[config.mk]
export PLATFORM = sky130hd
export DESIGN_NAME = presence_radar_frame_parser_unit
export DESIGN_NICKNAME = d
export VERILOG_FILES = /design/src/hdl/prfp_pkg.sv /design/src/hdl/prfp_core.sv /design/src/hdl/presence_radar_frame_parser_unit.sv
export SDC_FILE = /design/constraint.sdc
export NUM_CORES = 1
export LEC_CHECK = 0
export BUFFER_PORTS_ARGS = -buffer_cell sky130_fd_sc_hd__clkbuf_2
export CORE_UTILIZATION = 35
export CTS_CLUSTER_DIAMETER = 150
export DETAILED_ROUTE_END_ITERATION = 12
export GPL_TIMING_DRIVEN = 0
export SLEW_MARGIN = 20
export SYNTH_ARGS = -nofsm -noshare
export SYNTH_HDL_FRONTEND = slang
export SYNTH_SLANG_ARGS = --single-unit
export TNS_END_PERCENT = 30
[constraint.sdc]
create_clock -name clk_i -period 4.5 [get_ports clk_i]
set_input_delay 1.35 -clock clk_i [delete_from_list [all_inputs] [get_ports clk_i]]
set_output_delay 1.35 -clock clk_i [all_outputs]
set_load 0.02 [all_outputs]
[src/hdl/prfp_pkg.sv]
// Package for the presence radar frame parser.
// Frame layout constants and the result type; no dependencies.
`default_nettype none

package prfp_pkg;

  localparam int unsigned FrameBytesDef = 23;
  localparam int unsigned IdxW          = 6;

  localparam logic [31:0]     HeaderWord   = 32'hF4F3F2F1;
  localparam logic [IdxW-1:0] HeaderLen    = 6'd4;
  localparam logic [IdxW-1:0] StateOff     = 6'd8;
  localparam logic [IdxW-1:0] DistLowOff   = 6'd15;
  localparam logic [IdxW-1:0] DistHighOff  = 6'd16;

  typedef struct packed {
    logic [7:0]  target_state;
    logic [15:0] target_distance;
  } prfp_result_t;

endpackage

`default_nettype wire

[src/hdl/prfp_core.sv]
// Header hunt, frame byte counter and field capture.
// Depends on prfp_pkg.
`default_nettype none

module prfp_core import prfp_pkg::*; #(
  parameter int unsigned FRAME_BYTES = FrameBytesDef
) (
  input  wire logic         clk_i,
  input  wire logic         rst_ni,
  input  wire logic         byte_valid_i,
  input  wire logic [7:0]   byte_i,
  output      logic         res_valid_o,
  output      prfp_result_t res_o
);

  localparam logic [IdxW-1:0] LastIdx = IdxW'(FRAME_BYTES - 1);

  logic [23:0]     win_q, win_d;
  logic            in_frame_q, in_frame_d;
  logic [IdxW-1:0] idx_q, idx_d;
  logic [7:0]      held_state_q, held_state_d;
  logic [7:0]      held_lo_q, held_lo_d;
  logic [7:0]      held_hi_q, held_hi_d;
  logic            hdr_hit;
  logic            at_last;

  assign hdr_hit = ({win_q, byte_i} == HeaderWord);
  assign at_last = in_frame_q && (idx_q == LastIdx);

  always_comb begin
    win_d        = win_q;
    in_frame_d   = in_frame_q;
    idx_d        = idx_q;
    held_state_d = held_state_q;
    held_lo_d    = held_lo_q;
    held_hi_d    = held_hi_q;
    res_valid_o  = 1'b0;
    res_o.target_state    = held_state_q;
    res_o.target_distance = {(idx_q == DistHighOff) ? byte_i : held_hi_q, held_lo_q};
    if (byte_valid_i) begin
      if (!in_frame_q) begin
        win_d = {win_q[15:0], byte_i};
        if (hdr_hit) begin
          in_frame_d = 1'b1;
          idx_d      = HeaderLen;
        end
      end else begin
        if (idx_q == StateOff)    held_state_d = byte_i;
        if (idx_q == DistLowOff)  held_lo_d    = byte_i;
        if (idx_q == DistHighOff) held_hi_d    = byte_i;
        if (at_last) begin
          res_valid_o = 1'b1;
          in_frame_d  = 1'b0;
          idx_d       = '0;
          win_d       = '0;
        end else begin
          idx_d = idx_q + 1'b1;
        end
      end
    end
  end

  always_ff @(posedge clk_i or negedge rst_ni) begin
    if (!rst_ni) begin
      win_q        <= '0;
      in_frame_q   <= 1'b0;
      idx_q        <= '0;
      held_state_q <= '0;
      held_lo_q    <= '0;
      held_hi_q    <= '0;
    end else begin
      win_q        <= win_d;
      in_frame_q   <= in_frame_d;
      idx_q        <= idx_d;
      held_state_q <= held_state_d;
      held_lo_q    <= held_lo_d;
      held_hi_q    <= held_hi_d;
    end
  end

  a_idx_range: assert property (@(posedge clk_i) disable iff (!rst_ni)
    in_frame_q |-> (idx_q >= HeaderLen) && (idx_q <= LastIdx))
    else $error("frame index out of range");

  a_idx_idle: assert property (@(posedge clk_i) disable iff (!rst_ni)
    !in_frame_q |-> (idx_q == '0))
    else $error("index not cleared while hunting");

  a_end_clear: assert property (@(posedge clk_i) disable iff (!rst_ni)
    res_valid_o |=> !in_frame_q && (win_q == '0))
    else $error("window or frame flag not cleared after frame");

  a_sync: assert property (@(posedge clk_i) disable iff (!rst_ni)
    (byte_valid_i && !in_frame_q && hdr_hit) |=> in_frame_q && (idx_q == HeaderLen))
    else $error("header seen but frame not started");

endmodule

`default_nettype wire

[src/hdl/presence_radar_frame_parser_unit.sv]
// Presence radar frame parser top level: byte input, result output register.
// A result word is registered and appears in the cycle after the last frame byte is taken.
// Throughput: one byte per cycle; input stalls only while a held result is stalled.
// Reset clears the hunt window, frame counter, captured fields and output valid.
// Depends on prfp_pkg and prfp_core.
`default_nettype none

module presence_radar_frame_parser_unit import prfp_pkg::*; #(
  parameter int unsigned FRAME_BYTES = FrameBytesDef
) (
  input  wire logic        clk_i,
  input  wire logic        rst_ni,
  input  wire logic        in_valid_i,
  output      logic        in_stall_o,
  input  wire logic [7:0]  rx_byte_i,
  output      logic        out_valid_o,
  input  wire logic        out_stall_i,
  output      logic [7:0]  target_state_o,
  output      logic [15:0] target_distance_o
);

  logic         out_valid_q;
  prfp_result_t res_q;
  prfp_result_t res;
  logic         res_valid;
  logic         accept;

  assign in_stall_o = out_valid_q && out_stall_i;
  assign accept     = in_valid_i && !in_stall_o;

  prfp_core #(
    .FRAME_BYTES(FRAME_BYTES)
  ) u_core (
    .clk_i       (clk_i),
    .rst_ni      (rst_ni),
    .byte_valid_i(accept),
    .byte_i      (rx_byte_i),
    .res_valid_o (res_valid),
    .res_o       (res)
  );

  always_ff @(posedge clk_i or negedge rst_ni) begin
    if (!rst_ni) begin
      out_valid_q <= 1'b0;
    end else if (res_valid) begin
      out_valid_q <= 1'b1;
    end else if (!out_stall_i) begin
      out_valid_q <= 1'b0;
    end
  end

  always_ff @(posedge clk_i) begin
    if (res_valid) begin
      res_q <= res;
    end
  end

  assign out_valid_o       = out_valid_q;
  assign target_state_o    = res_q.target_state;
  assign target_distance_o = res_q.target_distance;

  a_no_overwrite: assert property (@(posedge clk_i) disable iff (!rst_ni)
    (out_valid_q && out_stall_i) |-> !res_valid)
    else $error("result overwrote a stalled word");

  a_res_shown: assert property (@(posedge clk_i) disable iff (!rst_ni)
    res_valid |=> out_valid_q)
    else $error("result not presented");

  a_stall_cause: assert property (@(posedge clk_i) disable iff (!rst_ni)
    in_stall_o |-> out_valid_q)
    else $error("input stalled with empty output register");

endmodule

`default_nettype wire
---- Word level (Yosys, flattened, before mapping) ----
Cells that the tools add are included.
cells by class
  eq/ne operators ......................... 7
  add/sub/neg operators ................... 1
  multiplexer cells ....................... 14
  reduce and logical (&&, ||, !) cells .... 10
operators by type and width
  operator                                                                count
  24-bit 2-to-1 mux                                                       2
  32-bit equality test (second input constant)                            1
  6-bit 2-to-1 mux                                                        3
  6-bit by 4-bit equality test with 1-bit output (second input constant)  2
  6-bit by 5-bit equality test with 1-bit output (second input constant)  2
  1-bit 2-to-1 mux                                                        8
  8-bit 2-to-1 mux                                                        1
  6-bit by 1-bit adder with 6-bit output (second input constant)          1
  2-bit AND reduction                                                     3
  3-bit AND reduction                                                     2
  1-bit logical AND                                                       3
  2-bit by 1-bit != test with 1-bit output (second input constant)        1
  2-bit != test (second input constant)                                   1
  2-bit nonzero test                                                      1
  1-bit logical NOT                                                       1
word-level totals
  word-level logic and storage cells ...... 41
  bits of input ports ..................... 12
  output and inout port bits .............. 26
  register bits ........................... 80

---- Logic depth before layout (Yosys ltp) ----
Gate-level depths: netlist of run 1.
  depth after elaboration ................. 6
  depth in mapped cells ................... 6
  depth with buffers taken out ............ 5

---- Hierarchy ----
From an unflattened synthesis of run 1, not the netlist that was laid out.
unflattened totals
  cells, all modules ...................... 211
  area, all modules ....................... 3228.1 um^2
by module, submodules not included
  module                            sequential area each (um^2)  cells each  area each (um^2)  times used
  prfp_core                         1376.3                       183         2461.1            1
  presence_radar_frame_parser_unit  745.7                        28          767.0             1

---- Worst setup path before layout of run 1 ----
OpenSTA, ideal clock, no wires.
  path type ............................... input to register
  from .................................... in in_valid_i
  to ...................................... reg res_q, in the netlist target_distance_o[0] (enable)
  data required time ...................... 4095 ps
  arrival ................................. 2990 ps
  path buffers ............................ 1
  library setup time ...................... 405 ps
  stages .................................. 4
  slack ................................... 1105 ps
  cell sequence ........................... a21boi_1 -> nand2_1 -> clkbuf_1 -> nor2_1
on the way
  cells in the longest elaborated chain, start to end .. 2
ends and longest elaborated chain
  item                    RTL line                                source
  start: declaration      presence_radar_frame_parser_unit.sv:13  input wire logic in_valid_i,
  1-bit logical AND       presence_radar_frame_parser_unit.sv:29  assign accept = in_valid_i && !in_stall_o;
  1-bit 2-to-1 mux        prfp_core.sv:40                         if (byte_valid_i) begin
  net res_valid           presence_radar_frame_parser_unit.sv:25  logic res_valid;
  end signal: assignment  presence_radar_frame_parser_unit.sv:54  res_q <= res;
  end: declaration        presence_radar_frame_parser_unit.sv:23  prfp_result_t res_q;
The timed path passes the listed nets, and every way through them passes these cells.
A chain may end at the register's enable or synchronous reset.

---- Worst setup path in the final report of run 1 ----
  from .................................... in out_stall_i
  to ...................................... out in_stall_o
on the way
  cells in the longest elaborated chain, start to end .. 1
ends and longest elaborated chain
  item                RTL line                                source
  start: declaration  presence_radar_frame_parser_unit.sv:17  input wire logic out_stall_i,
  1-bit logical AND   presence_radar_frame_parser_unit.sv:28  assign in_stall_o = out_valid_q && out_stall_i;
  end: declaration    presence_radar_frame_parser_unit.sv:14  output logic in_stall_o,
Every way passes these cells.

==> results of run 1 <==
-- placed cells by master (no fill, tap or decap), types with 2 or more instances in the layout --
cell type / netlist / routed
sky130_fd_sc_hd__a31oi_1: 2 / 2
sky130_fd_sc_hd__dfrtp_1: 56 / 56
sky130_fd_sc_hd__nand4b_1: 4 / 4
sky130_fd_sc_hd__edfxtp_1: 24 / 24
sky130_fd_sc_hd__nand4_1: 2 / 2
sky130_fd_sc_hd__nand3_1: 5 / 5
sky130_fd_sc_hd__clkbuf_2: 0 / 36
sky130_fd_sc_hd__buf_2: 4 / 4
sky130_fd_sc_hd__nand2_1: 8 / 8
sky130_fd_sc_hd__clkinvlp_4: 0 / 3
sky130_fd_sc_hd__ha_1: 3 / 3
sky130_fd_sc_hd__a22o_1: 24 / 24
sky130_fd_sc_hd__inv_1: 4 / 4
sky130_fd_sc_hd__and3_1: 2 / 2
sky130_fd_sc_hd__o22ai_1: 2 / 2
sky130_fd_sc_hd__mux2_2: 32 / 32
sky130_fd_sc_hd__and2_1: 2 / 2
sky130_fd_sc_hd__o21ai_0: 2 / 2
sky130_fd_sc_hd__nor2_1: 5 / 4
sky130_fd_sc_hd__nand3b_1: 2 / 2
sky130_fd_sc_hd__clkbuf_8: 0 / 9
sky130_fd_sc_hd__clkbuf_1: 5 / 5
sky130_fd_sc_hd__inv_6: 0 / 3
-- cells by family after synthesis --
family	Yosys count	share of synthesized area (%)
muxes	33	11.8
and+or+nand+nor	39	8.27
buffers and inverters	13	1.71
AOI/OAI and AO/OA	37	9.66
DFF	80	67.4
adders and majority gates	3	1.19
-- worst max-delay path by stage --
| stage | from | to | slack (ps) | depth (start not counted) |
|---|---|---|---|---|
| 2_1_floorplan | in_valid_i | target_distance_o[0] | 1110 | 4 |
| 6_report | out_stall_i | in_stall_o | 1440 | 4 |
| 3_3_place_gp | out_stall_i | target_distance_o[7] | 250 | 5 |
| 5_1_grt | out_stall_i | target_distance_o[1] | 1360 | 5 |
| 3_5_place_dp | out_stall_i | u_core.held_lo_q[6] | 1060 | 6 |
| 4_1_cts | out_stall_i | u_core.held_lo_q[5] | 1430 | 6 |
-- registers in the layout (all words and copies together), names as in the netlist --
| register | cells |
|---|---|
| u_core.win_q | 24 |
| target_distance_o | 16 |
| target_state_o | 8 |
| u_core.held_hi_q | 8 |
| u_core.held_lo_q | 8 |
| u_core.held_state_q | 8 |
| u_core.idx_q | 6 |
| out_valid_o | 1 |
| u_core.in_frame_q | 1 |
-- metrics by stage --
| stage | cells | power (µW) | utilization [%] | setup slack [ps] | cell area (µm²) |
|---|---|---|---|---|---|
| after floorplan | 205 | 827 | - | 1110 | 3150 |
| after global placement | 350 | 858 | 39.8 | 248 | 3470 |
| after detailed placement | 351 | 861 | 40.1 | 1060 | 3500 |
| after CTS | 367 | 1340 | 42.2 | 1430 | 3680 |
| after global routing | 367 | 1380 | 42.2 | 1360 | 3680 |
| final | 367 | 1320 | 42.2 | 1440 | 3680 |
-- power by group through the flow --
stage | clock, µW | combinational (µW) | sequential [µW]
CTS | 489 | 61.3 | 785
floorplan | 0 | 32.5 | 794
global placement | 0 | 58.1 | 800
detailed placement | 0 | 61.5 | 800
global route | 524 | 67.3 | 789
finish | 476 | 60.0 | 785
-- layout make-up --
type / count / area, µm² / share of cell area, %
repair buffers: 38 / 208 / 5.65
well taps: 108 / 135 / 3.68
flip-flops and latches: 80 / 2120 / 57.7
multi-input cells: 112 / 980 / 26.7
inverters: 4 / 15.0 / 0.408
plain buffers: 9 / 38.8 / 1.06
clock inverters: 7 / 53.8 / 1.46
clock buffers: 9 / 124 / 3.37
-- worst max-delay path, stage by stage --
cell                       delay, ps
sky130_fd_sc_hd__clkbuf_2         90
sky130_fd_sc_hd__nand2_1          60
sky130_fd_sc_hd__inv_1            50
sky130_fd_sc_hd__clkbuf_2        150
-- per-layer routing --
| layer | vias up | routed length [µm] | GRT usage (%) |
|---|---|---|---|
| met4 | 0 | 47 | 4.82 |
| li1 | 883 | - | - |
| met2 | 54 | 2670 | 19.7 |
| met3 | 7 | 226 | 3.97 |
| met5 | - | 0 | 0 |
| met1 | 943 | 3030 | 19.4 |
==> run summary, run 1 <==
The global route total overflow came out at 0. STA classifies the critical path startpoint as a primary input. The post-CTS setup buffer count came out at 0. The number of input and output port buffers inserted is 37. For this design the top-level I/O count stands at 38. The initial detailed-routing violation count is 88. Clock tree synthesis inserted a total of 9 buffers. The worst-case clock skew is 10.9 ps. The fraction of synthesized cell area taken by the top area cell type is 44.5%. The count of different cell masters after synthesis came out at 36. The worst IR drop on VDD is 0.157 mV. The area of the core region came out at 8720 µm². For this design, the sink count on the clock tree is 80. The endpoint identified for the worst register-to-register timing path is u_core.held_lo_q[5].

The sum of negative setup slack is 0 ps. The number of warnings reported in the yosys synthesis log is 0. Summed over all nets, the half-perimeter wirelength after detailed placement is 4010 µm. The maximum clock insertion buffer count came out at 2. The register clock-pin slew on the reported worst setup and hold paths is 80 ps. The initial antenna violation count came out at 0. For this design the total switching power over the nets is 320 µW. In this run the most critical hold path is launched from u_core.held_state_q[2]. The die span in y is 96.8 µm. The number of antenna cells inserted came out at 0. Setup repair after global routing left no endpoint under its margin. Entering global routing, the biggest net connects 30 pins.

For the worst flop-to-flop path, the logic depth is 5. The gate count after technology mapping came out at 205. For this block, the via count after detailed routing is 1887. Hold is met by 448 ps. In the global route stage, overall resource usage came out at 13.6%. The quantity of gates resized following cts is 0. Yosys attributes the largest share of cell area to sky130_fd_sc_hd__dfrtp_1, sky130_fd_sc_hd__edfxtp_1, sky130_fd_sc_hd__mux2_2. The number of cells on the worst hold path came out at 0.

The number of nets in the final layout is 269. The critical path class is in -> out. The flow ran to the end, and the final reports show no timing, DRC or antenna violations. The post-cts hold buffer count is 0. The path class of the lowest-slack min-delay path is reg -> reg. The overall die width is 96.8 µm.

The destination of the worst hold path is target_state_o[2]. The power density over the cells came out at 359 nW/µm². The shortest period the worst path allows is 3060 ps. The initial core utilization came out at 36.1%.

Cells with a size suffix above 1 make up 36.7% of the layout. The data required time at the worst endpoint is 3150 ps. The clock tree from TritonCTS is done. The number of slew-limit violations in the final report is 0. The number of enable flip-flop cells after synthesis is 24. Fill cells in the final layout number 789. The H-tree depth is 3. For flop-to-flop paths, the worst setup slack is 2150 ps. The prevailing post-synth register cell is sky130_fd_sc_hd__dfrtp_1. The highest clock rate came out at 0.327 GHz. Sorting the synthesized cells by how often they occur yields sky130_fd_sc_hd__dfrtp_1, sky130_fd_sc_hd__mux2_2, sky130_fd_sc_hd__a22o_1, sky130_fd_sc_hd__edfxtp_1, sky130_fd_sc_hd__nand2_1. Dividing the detail-routed wire length by the instance count gives 16.3 µm. By instance count, the leading cell after synthesis is sky130_fd_sc_hd__dfrtp_1. The hold violation count in the final report came out at 0. After floorplanning, the core was divided into 34 placement rows.

The maximum net fanout on the critical path came out at 2. After detailed routing, the number of remaining DRC violations is 0. The switching share of power came out at 24.3%.

Summed over all instances, the cell type with the most area after synthesis is sky130_fd_sc_hd__dfrtp_1. From synthesis to final layout, the design area changed by 16.8%. The length of the first detailed-routing pass in iterations came out at 4. For this run, asynchronously set or reset flops after synthesis account for 70.0%. The flip-flop and latch count after synthesis is 80. The cell area after synthesis came out at 3150 µm². The die covers 9380 µm². The launch instance of the worst register-to-register path is out_valid_o. For this design the static power due to leakage is 0.00171 µW. The share of the Yosys chip area taken by registers is 67.4%. STA classifies the critical path endpoint as an output port.

The global-route wire length before repair came out at 9840 µm. Of the total power, registers draw 59.4%. At the pin with the least slew margin, the transition time is 691 ps. The average size of a mapped cell came out at 15.4 µm².

The residual antenna-violating net count after detailed routing is 0. Of the available clock period, the critical path in the final layout requires 67.9%. After detailed routing, the number of vias per cell comes to 5.14. The worst max-slew margin expressed relative to the limit is 53.9%. Clock tree synthesis selected as its root buffer the cell sky130_fd_sc_hd__clkbuf_8.

The number of global-route vias before repair is 1805. The total routed wirelength came out at 5980 µm. The fraction of power consumed by the clock network came out at 36.0%.

The design internal power is 1000 µW. The share of total power in combinational logic is 4.5%. The final count of negative-setup-slack endpoints came out at 0. The weighted congestion reported at the end of routability-driven placement came out at 0.810. The net count after synthesis came out at 220. The tool flagged a number of max-cap violations equal to 0. The later pin in the worst-skew pair is clocked with a latency of 350 ps. Data on the critical path arrives at its endpoint at 1710 ps.
Power figures use the tool's default switching activity.
==> run 2, diff against run 1 <==
==> constraint.sdc (replaced) <==
create_clock -name clk_i -period 2.68 [get_ports clk_i]
set_input_delay 0.804 -clock clk_i [delete_from_list [all_inputs] [get_ports clk_i]]
set_output_delay 0.804 -clock clk_i [all_outputs]
set_load 0.02 [all_outputs]
==> run summary, run 2 (same netlist as run 1, synthesis figures left out) <==
The initial detailed-routing violation count came out at 94 (+6.8%). The final worst-path setup slack came out at 250 ps (-1190 ps). STA classifies the critical path startpoint as a primary input. The library cell used most frequently in the layout, excluding fill and tap cells, is sky130_fd_sc_hd__dfrtp_1. The weighted congestion reported at the end of routability-driven placement was 0.760 (-6.1%). The area of the die came out at 9380 µm² (unchanged). The cell at the root of the clock tree is sky130_fd_sc_hd__clkbuf_8. In the layout the commonest cells are sky130_fd_sc_hd__dfrtp_1, sky130_fd_sc_hd__clkbuf_2, sky130_fd_sc_hd__mux2_2, sky130_fd_sc_hd__a22o_1, sky130_fd_sc_hd__edfxtp_1. The signal arrival time at the worst endpoint came out at 2660 ps (+950 ps). The total number of vias is 1949 (+3.3%). The number of antenna cells inserted is 0 (unchanged).

The worst hold slack across all endpoints is 331 ps (-117 ps). The HPWL after detailed placement came to 4030 µm (+0.43%). The H-tree depth was 3 (unchanged). The worst max-slew margin expressed relative to the limit was 52.7% (-1.2 points). The most critical setup path has its startpoint at out_stall_i. The area of the core region came to 8720 µm² (unchanged). The count of buffer and inverter cells on the critical path came to 2 (-1). The post-place setup slack was -157 ps (-1210 ps). Setup repair after global routing left no endpoint under its margin. The power density over the cells is 621 nW/µm² (+73%). The number of flip-flops under the largest register name is 24 (unchanged). The post-detailed-route wirelength per cell came to 16.9 µm (+3.5%).

The maximum clock insertion buffer count is 2 (unchanged). The total power came out at 2290 µW (+74%). The hold violation count in the final report is 0 (unchanged). The slew of the pin with the lowest slew margin came to 708 ps (+17.7 ps). The count of clock tree sinks was 80 (unchanged).

The overall die width is 96.8 µm (unchanged). The initial antenna violation count was 0 (unchanged). The length of the first detailed-routing pass in iterations is 5 (+1). The critical path's slowest cell is sky130_fd_sc_hd__nand3_1.

The shortest period the worst path allows is 2430 ps. More flip-flops sit in one register than any other, and that register is u_core.win_q. The proportion of layout cells with a drive suffix above 1 came to 36.3% (-0.39 points). The post-cts hold buffer count is 0 (unchanged). On the critical path the largest part of the delay comes from simple AND/OR/NAND/NOR gates. The quantity of gates resized following cts is 0 (unchanged). The die span in y is 96.8 µm (unchanged). The count of max-cap constraint violations came out at 0 (unchanged). The I/O pin count is 38 (unchanged). The flow ran to the end, and the final reports show no timing, DRC or antenna violations.

The worst setup path is of the in -> reg kind. The residual antenna-violating net count after detailed routing is 0 (unchanged). The area added between synthesis and finish came out at 17.4%.

The total routed wirelength is 6190 µm (+3.5%). The register clock-pin slew on the reported worst setup and hold paths is 90 ps (about the same). The worst IR drop on VDD came out at 0.288 mV (+83%).

TritonCTS built the clock tree. The worst-case clock skew is 13.1 ps (+2.17 ps). The maximum net fanout on the critical path is 8 (+6).

The reported leakage power came out at 0.00173 µW (+0.83%). The maximum number of pins on one net before global-route repair came out at 43 (+43%). The post-CTS setup buffer count is 0 (unchanged). The number of slew-limit violations in the final report came to 0 (unchanged). The global route total overflow is 0 (unchanged). Static timing analysis puts the maximum clock frequency at 0.412 GHz. The final count of negative-setup-slack endpoints came out at 0 (unchanged). The final cell count without fillers came out at 367 (unchanged).

The worst register-to-register path begins at out_valid_o. The initial core utilization is 36.1% (unchanged). The number of global-route vias before repair is 1881 (+4.2%). The number of buffers inserted during clock tree synthesis is 9 (unchanged). The global routing usage summed across all routing layers is 14.1% (+0.52 points). The kind of capture point of the worst setup path is a flip-flop. The biggest cell delay along the critical path came out at 480 ps (+330 ps). The number of nets in the final layout is 269 (unchanged). The global-route wire length before repair is 10200 µm (+3.6%). The data required time at the worst endpoint came out at 2910 ps (-240 ps). The worst hold path belongs to the class in -> async.

The count of standard-cell rows came out at 34 (unchanged). The signal on the critical path passes through clkbuf_2, a21boi_1, and2_1, clkbuf_1, nand3_1, mux2_2. The number of input and output port buffers inserted came to 37 (unchanged). The count of unresolved DRC violations after routing was 0 (unchanged). The fraction of the cycle the final worst path needs came out at 90.7%. The number of cells in the design after placement is 351 (unchanged). The latest clock arrival within the worst-skew pair is 350 ps (about the same).

The vias per cell came out at 5.31 (+3.3%). The number of fill cells in the layout came to 796 (+0.89%).
## run 2: worst paths after layout
check	endpoint	slack (ps)	depth (start not counted)
min in group clk_i	target_distance_o[5]	450	0
min	out_valid_o	330	1
max reg2reg	u_core.held_lo_q[3]	400	5
max in group asynchronous	u_core.win_q[3]	1840	2
max	u_core.held_lo_q[3]	250	6
min reg2reg	target_distance_o[5]	450	0
## run 2: power by group
group	leakage [µW]	internal (µW)	total, µW	switching [µW]
logic	0.000633	47.3	101	54.0
registers	0.000997	1290	1320	30.3
clock network	0.0000968	435	874	438
total	0.00173	1770	2290	523
## run 2: layout make-up
| cell class | instances | area, µm² | share of cell area [%] |
|---|---|---|---|
| sequential | 80 | 2120 | 57.4 |
| multi-input combinational | 112 | 980 | 26.5 |
| timing repair buffer | 38 | 208 | 5.62 |
| tap | 108 | 135 | 3.66 |
| clock buffer | 10 | 128 | 3.45 |
| clock inverter | 6 | 68.8 | 1.86 |
| buffer | 9 | 38.8 | 1.05 |
| inverter | 4 | 15.0 | 0.406 |
## run 2: worst register-to-register path: stages (launching register included)
cell                       delay [ps]
sky130_fd_sc_hd__dfrtp_1          410
sky130_fd_sc_hd__a21boi_1         440
sky130_fd_sc_hd__and2_1           200
sky130_fd_sc_hd__clkbuf_1         180
sky130_fd_sc_hd__nand3_1          480
sky130_fd_sc_hd__mux2_2           460
## run 2: per-layer routing
layer	track usage, %	part of all wire [%]
met5	0	0
met4	4.82	1.1
met3	3.83	3.4
met2	21.6	46
met1	19.4	49
## run 2: stage by stage
step                      setup TNS [ps]  utilization, %  instance area, µm²
final                                  0            42.4                3690
after global routing                   0            42.4                3690
after CTS                              0            42.4                3690
after detailed placement           -4150            40.1                3500
after global placement            -12100            39.8                3470
after floorplan                        0               -                3150
==> run 3, diff against run 2 <==
--- a/config.mk
+++ b/config.mk
@@ -6,6 +6,7 @@
 export NUM_CORES = 1
 export LEC_CHECK = 0
 export BUFFER_PORTS_ARGS = -buffer_cell sky130_fd_sc_hd__clkbuf_2
+export CORE_MARGIN = 5
 export CORE_UTILIZATION = 35
 export CTS_CLUSTER_DIAMETER = 150
 export DETAILED_ROUTE_END_ITERATION = 12
==> constraint.sdc (replaced) <==
create_clock -name clk_i -period 2.5 [get_ports clk_i]
set_input_delay 0.75 -clock clk_i [delete_from_list [all_inputs] [get_ports clk_i]]
set_output_delay 0.75 -clock clk_i [all_outputs]
set_load 0.02 [all_outputs]
==> run summary, run 3 (same netlist as run 1, synthesis figures left out) <==
The number of global-route vias before repair was 1893 (+0.64%). For this design, the slowest cell found on the critical path is sky130_fd_sc_hd__nor2_4. The number of nets in the final layout came out at 269 (unchanged).

The capture point of the worst reg-to-reg path is target_distance_o[1]. The residual antenna-violating net count after detailed routing came out at 0 (unchanged). The net switching power is 536 µW (+2.6%).

The number of antenna cells inserted was 0 (unchanged). The count of max-cap constraint violations came out at 0 (unchanged). The path class of the lowest-slack min-delay path is in -> async. The count of standard-cell rows is 34 (unchanged).

The maximum net fanout on the critical path came out at 24 (+16). The power density over the cells is 658 nW/µm² (+5.9%). The worst setup path is captured at a flip-flop. The global routing usage summed across all routing layers came out at 11.9% (-2.2 points). The total routed wirelength is 6210 µm (+0.44%). The number of flip-flops under the largest register name came to 24 (unchanged). Dividing the final minimum period by the clock period gives 89.5%.

The proportion of layout cells with a drive suffix above 1 is 36.3% (unchanged). Setup repair after global routing left no endpoint under its margin. The number of fill cells in the layout is 800 (+0.50%).

The post-cts hold buffer count is 0 (unchanged). The initial detailed-routing violation count is 81 (-14%). Leaving out fill and tap cells, the most frequent cells in the layout are sky130_fd_sc_hd__dfrtp_1, sky130_fd_sc_hd__clkbuf_2, sky130_fd_sc_hd__mux2_2, sky130_fd_sc_hd__a22o_1, sky130_fd_sc_hd__edfxtp_1.

The shortest period the worst path allows is 2240 ps. The area of the core region is 8760 µm² (+0.49%). Counting flops per register, the top entry is u_core.win_q. The sum of negative setup slack is 0 ps (unchanged). The last element of the critical path is target_distance_o[1]. The footprint of the flip-flops and latches is 2120 µm² (unchanged). The number of buffers inserted during clock tree synthesis came out at 9 (unchanged). The die span in y is 105 µm (+8.3%). The final count of negative-setup-slack endpoints is 0 (unchanged). The kind of start point of the critical path is a primary input. The signal arrival time at the worst endpoint is 2210 ps (-450 ps). The flow ran to the end, and the final reports show no timing, DRC or antenna violations. The worst max-slew margin expressed relative to the limit is 50.7% (-2.0 points). The HPWL after detailed placement is 4230 µm (+5.1%). The data required time at the worst endpoint is 2470 ps (-440 ps). The latest clock arrival within the worst-skew pair came out at 350 ps (about the same). The flop-to-flop setup slack came out at 340 ps (-60 ps).

The critical path is of the in -> reg type. The vias per cell was 5.13 (-3.5%). The area of placed instances is 3510 µm² (+0.21%).

The length of the first detailed-routing pass in iterations is 4 (-1). The area added between synthesis and finish came out at 17.5%. In this run the worst setup path begins at out_stall_i. The reported leakage power came out at 0.00173 µW (+0.25%). The area of combinational cells with multiple inputs came out at 983 µm² (+0.38%).

The number of slew-limit violations in the final report was 0 (unchanged). The critical path goes through clkbuf_2, a21boi_2, nand2_1, clkbuf_1, nor2_4. The worst IR drop on VDD is 0.336 mV (+17%). The slew of the pin with the lowest slew margin was 738 ps (+30.2 ps). The count of buffer and inverter cells on the critical path is 2 (unchanged). The area of the die is 11000 µm² (+17%).

The cell depth of the worst setup path came out at 5 (-1). The overall die width came to 105 µm (+8.3%). The global route total overflow came out at 0 (unchanged).

The count of unresolved DRC violations after routing came out at 0 (unchanged). The post-detailed-route wirelength per cell was 16.9 µm (+0.44%). The I/O pin count is 38 (unchanged). The worst-case clock skew is 12.8 ps (-0.260 ps). The register clock-pin slew on the reported worst setup and hold paths is 80 ps (about the same). The H-tree depth came out at 3 (unchanged). TritonCTS built the clock tree. The kind of cell with the highest combined delay along the critical path is simple AND/OR/NAND/NOR gates.

The fraction of power consumed by the clock network came out at 37.4% (-0.7 points). The weighted congestion reported at the end of routability-driven placement is 0.776 (+2.0%). The startpoint identified for the worst register-to-register timing path is out_valid_o. The maximum clock insertion buffer count is 2 (unchanged). The utilization after layout came out at 42.2% (-0.16 points).

The biggest cell delay along the critical path is 640 ps (+160 ps). The initial antenna violation count is 0 (unchanged). The hold violation count in the final report came to 0 (unchanged). The cell at the root of the clock tree is sky130_fd_sc_hd__clkbuf_8. The total number of vias came out at 1881 (-3.5%). The share of total power in combinational logic is 4.5% (about the same). The switching share of power came out at 22.0% (-0.74 points). The library cell used most frequently in the layout, excluding fill and tap cells, is sky130_fd_sc_hd__dfrtp_1.

The design internal power is 1900 µW (+7.0%). The maximum number of pins on one net before global-route repair came to 49 (+14%). The highest clock rate came out at 0.447 GHz. The final standard cell area without fillers came out at 3700 µm² (+0.10%).

The count of clock tree sinks came out at 80 (unchanged). The global-route wire length before repair is 10400 µm (+2.0%). The number of input and output port buffers inserted is 37 (unchanged). The worst reg-to-reg path cell count was 4 (-1). The initial core utilization is 35.9% (-0.18 points). The proportion of power drawn by flip-flops and latches came out at 58.1% (+0.6 points).
-- run 3: cell count changes in the layout (fill, tap and decap cells not counted) --
| cell | change |
|---|---|
| sky130_fd_sc_hd__buf_16 | +1 |
| sky130_fd_sc_hd__clkinvlp_4 | -1 |
| sky130_fd_sc_hd__buf_12 | -1 |
| sky130_fd_sc_hd__clkinv_2 | +1 |
| sky130_fd_sc_hd__a21boi_2 | +1 |
| sky130_fd_sc_hd__a21boi_1 | -1 |
| sky130_fd_sc_hd__inv_6 | -1 |
| sky130_fd_sc_hd__clkbuf_1 | +1 |
-- run 3: final cells by class --
type / count / area share, %
clock buffer: 11 / 3.55
timing repair buffer: 38 / 5.82
clock inverter: 5 / 1.56
inverter: 4 / 0.406
sequential: 80 / 57.4
buffer: 9 / 1.05
multi-input combinational: 112 / 26.6
tap: 108 / 3.65
-- run 3: worst min-delay path by stage --
stage | startpoint | slack, ps | end
after floorplan | u_core.held_lo_q[0] | 420 | target_distance_o[0]
after global placement | u_core.held_lo_q[6] | 420 | target_distance_o[6]
after detailed placement | u_core.held_lo_q[4] | 430 | target_distance_o[4]
after CTS | rst_ni | 240 | u_core.win_q[11]
after global routing | rst_ni | 250 | u_core.win_q[1]
final | rst_ni | 250 | u_core.win_q[11]
-- run 3: power by group through the flow --
stage | sequential, µW | clock [µW] | combinational [µW]
floorplan | 1430 | 0 | 58.5
finish | 1410 | 909 | 110
global placement | 1440 | 0 | 104
CTS | 1410 | 935 | 113
global route | 1420 | 976 | 123
detailed placement | 1440 | 0 | 112
-- run 3: per-layer routing --
layer	track usage [%]	vias to the layer above	routed length, µm
met5	0	-	0
met4	5.75	0	134
met3	2.40	10	320
met2	17.7	52	2870
met1	16.7	937	2890
li1	-	882	-
-- run 3: what timing repair did --
action | in CTS | in global routing
gates resized for setup | 0 | 1
setup endpoints to repair | 0 | 32
buffers inserted | 0 | 0
-- run 3: metrics by stage --
stage,instances,worst slack (ps),power [µW],hold WS [ps]
2_1_floorplan,205,90.5,1490,419
3_3_place_gp,350,-626,1540,425
3_5_place_dp,351,-350,1550,428
4_1_cts,367,15.4,2460,242
5_1_grt,367,124,2520,253
6_report,367,263,2430,250
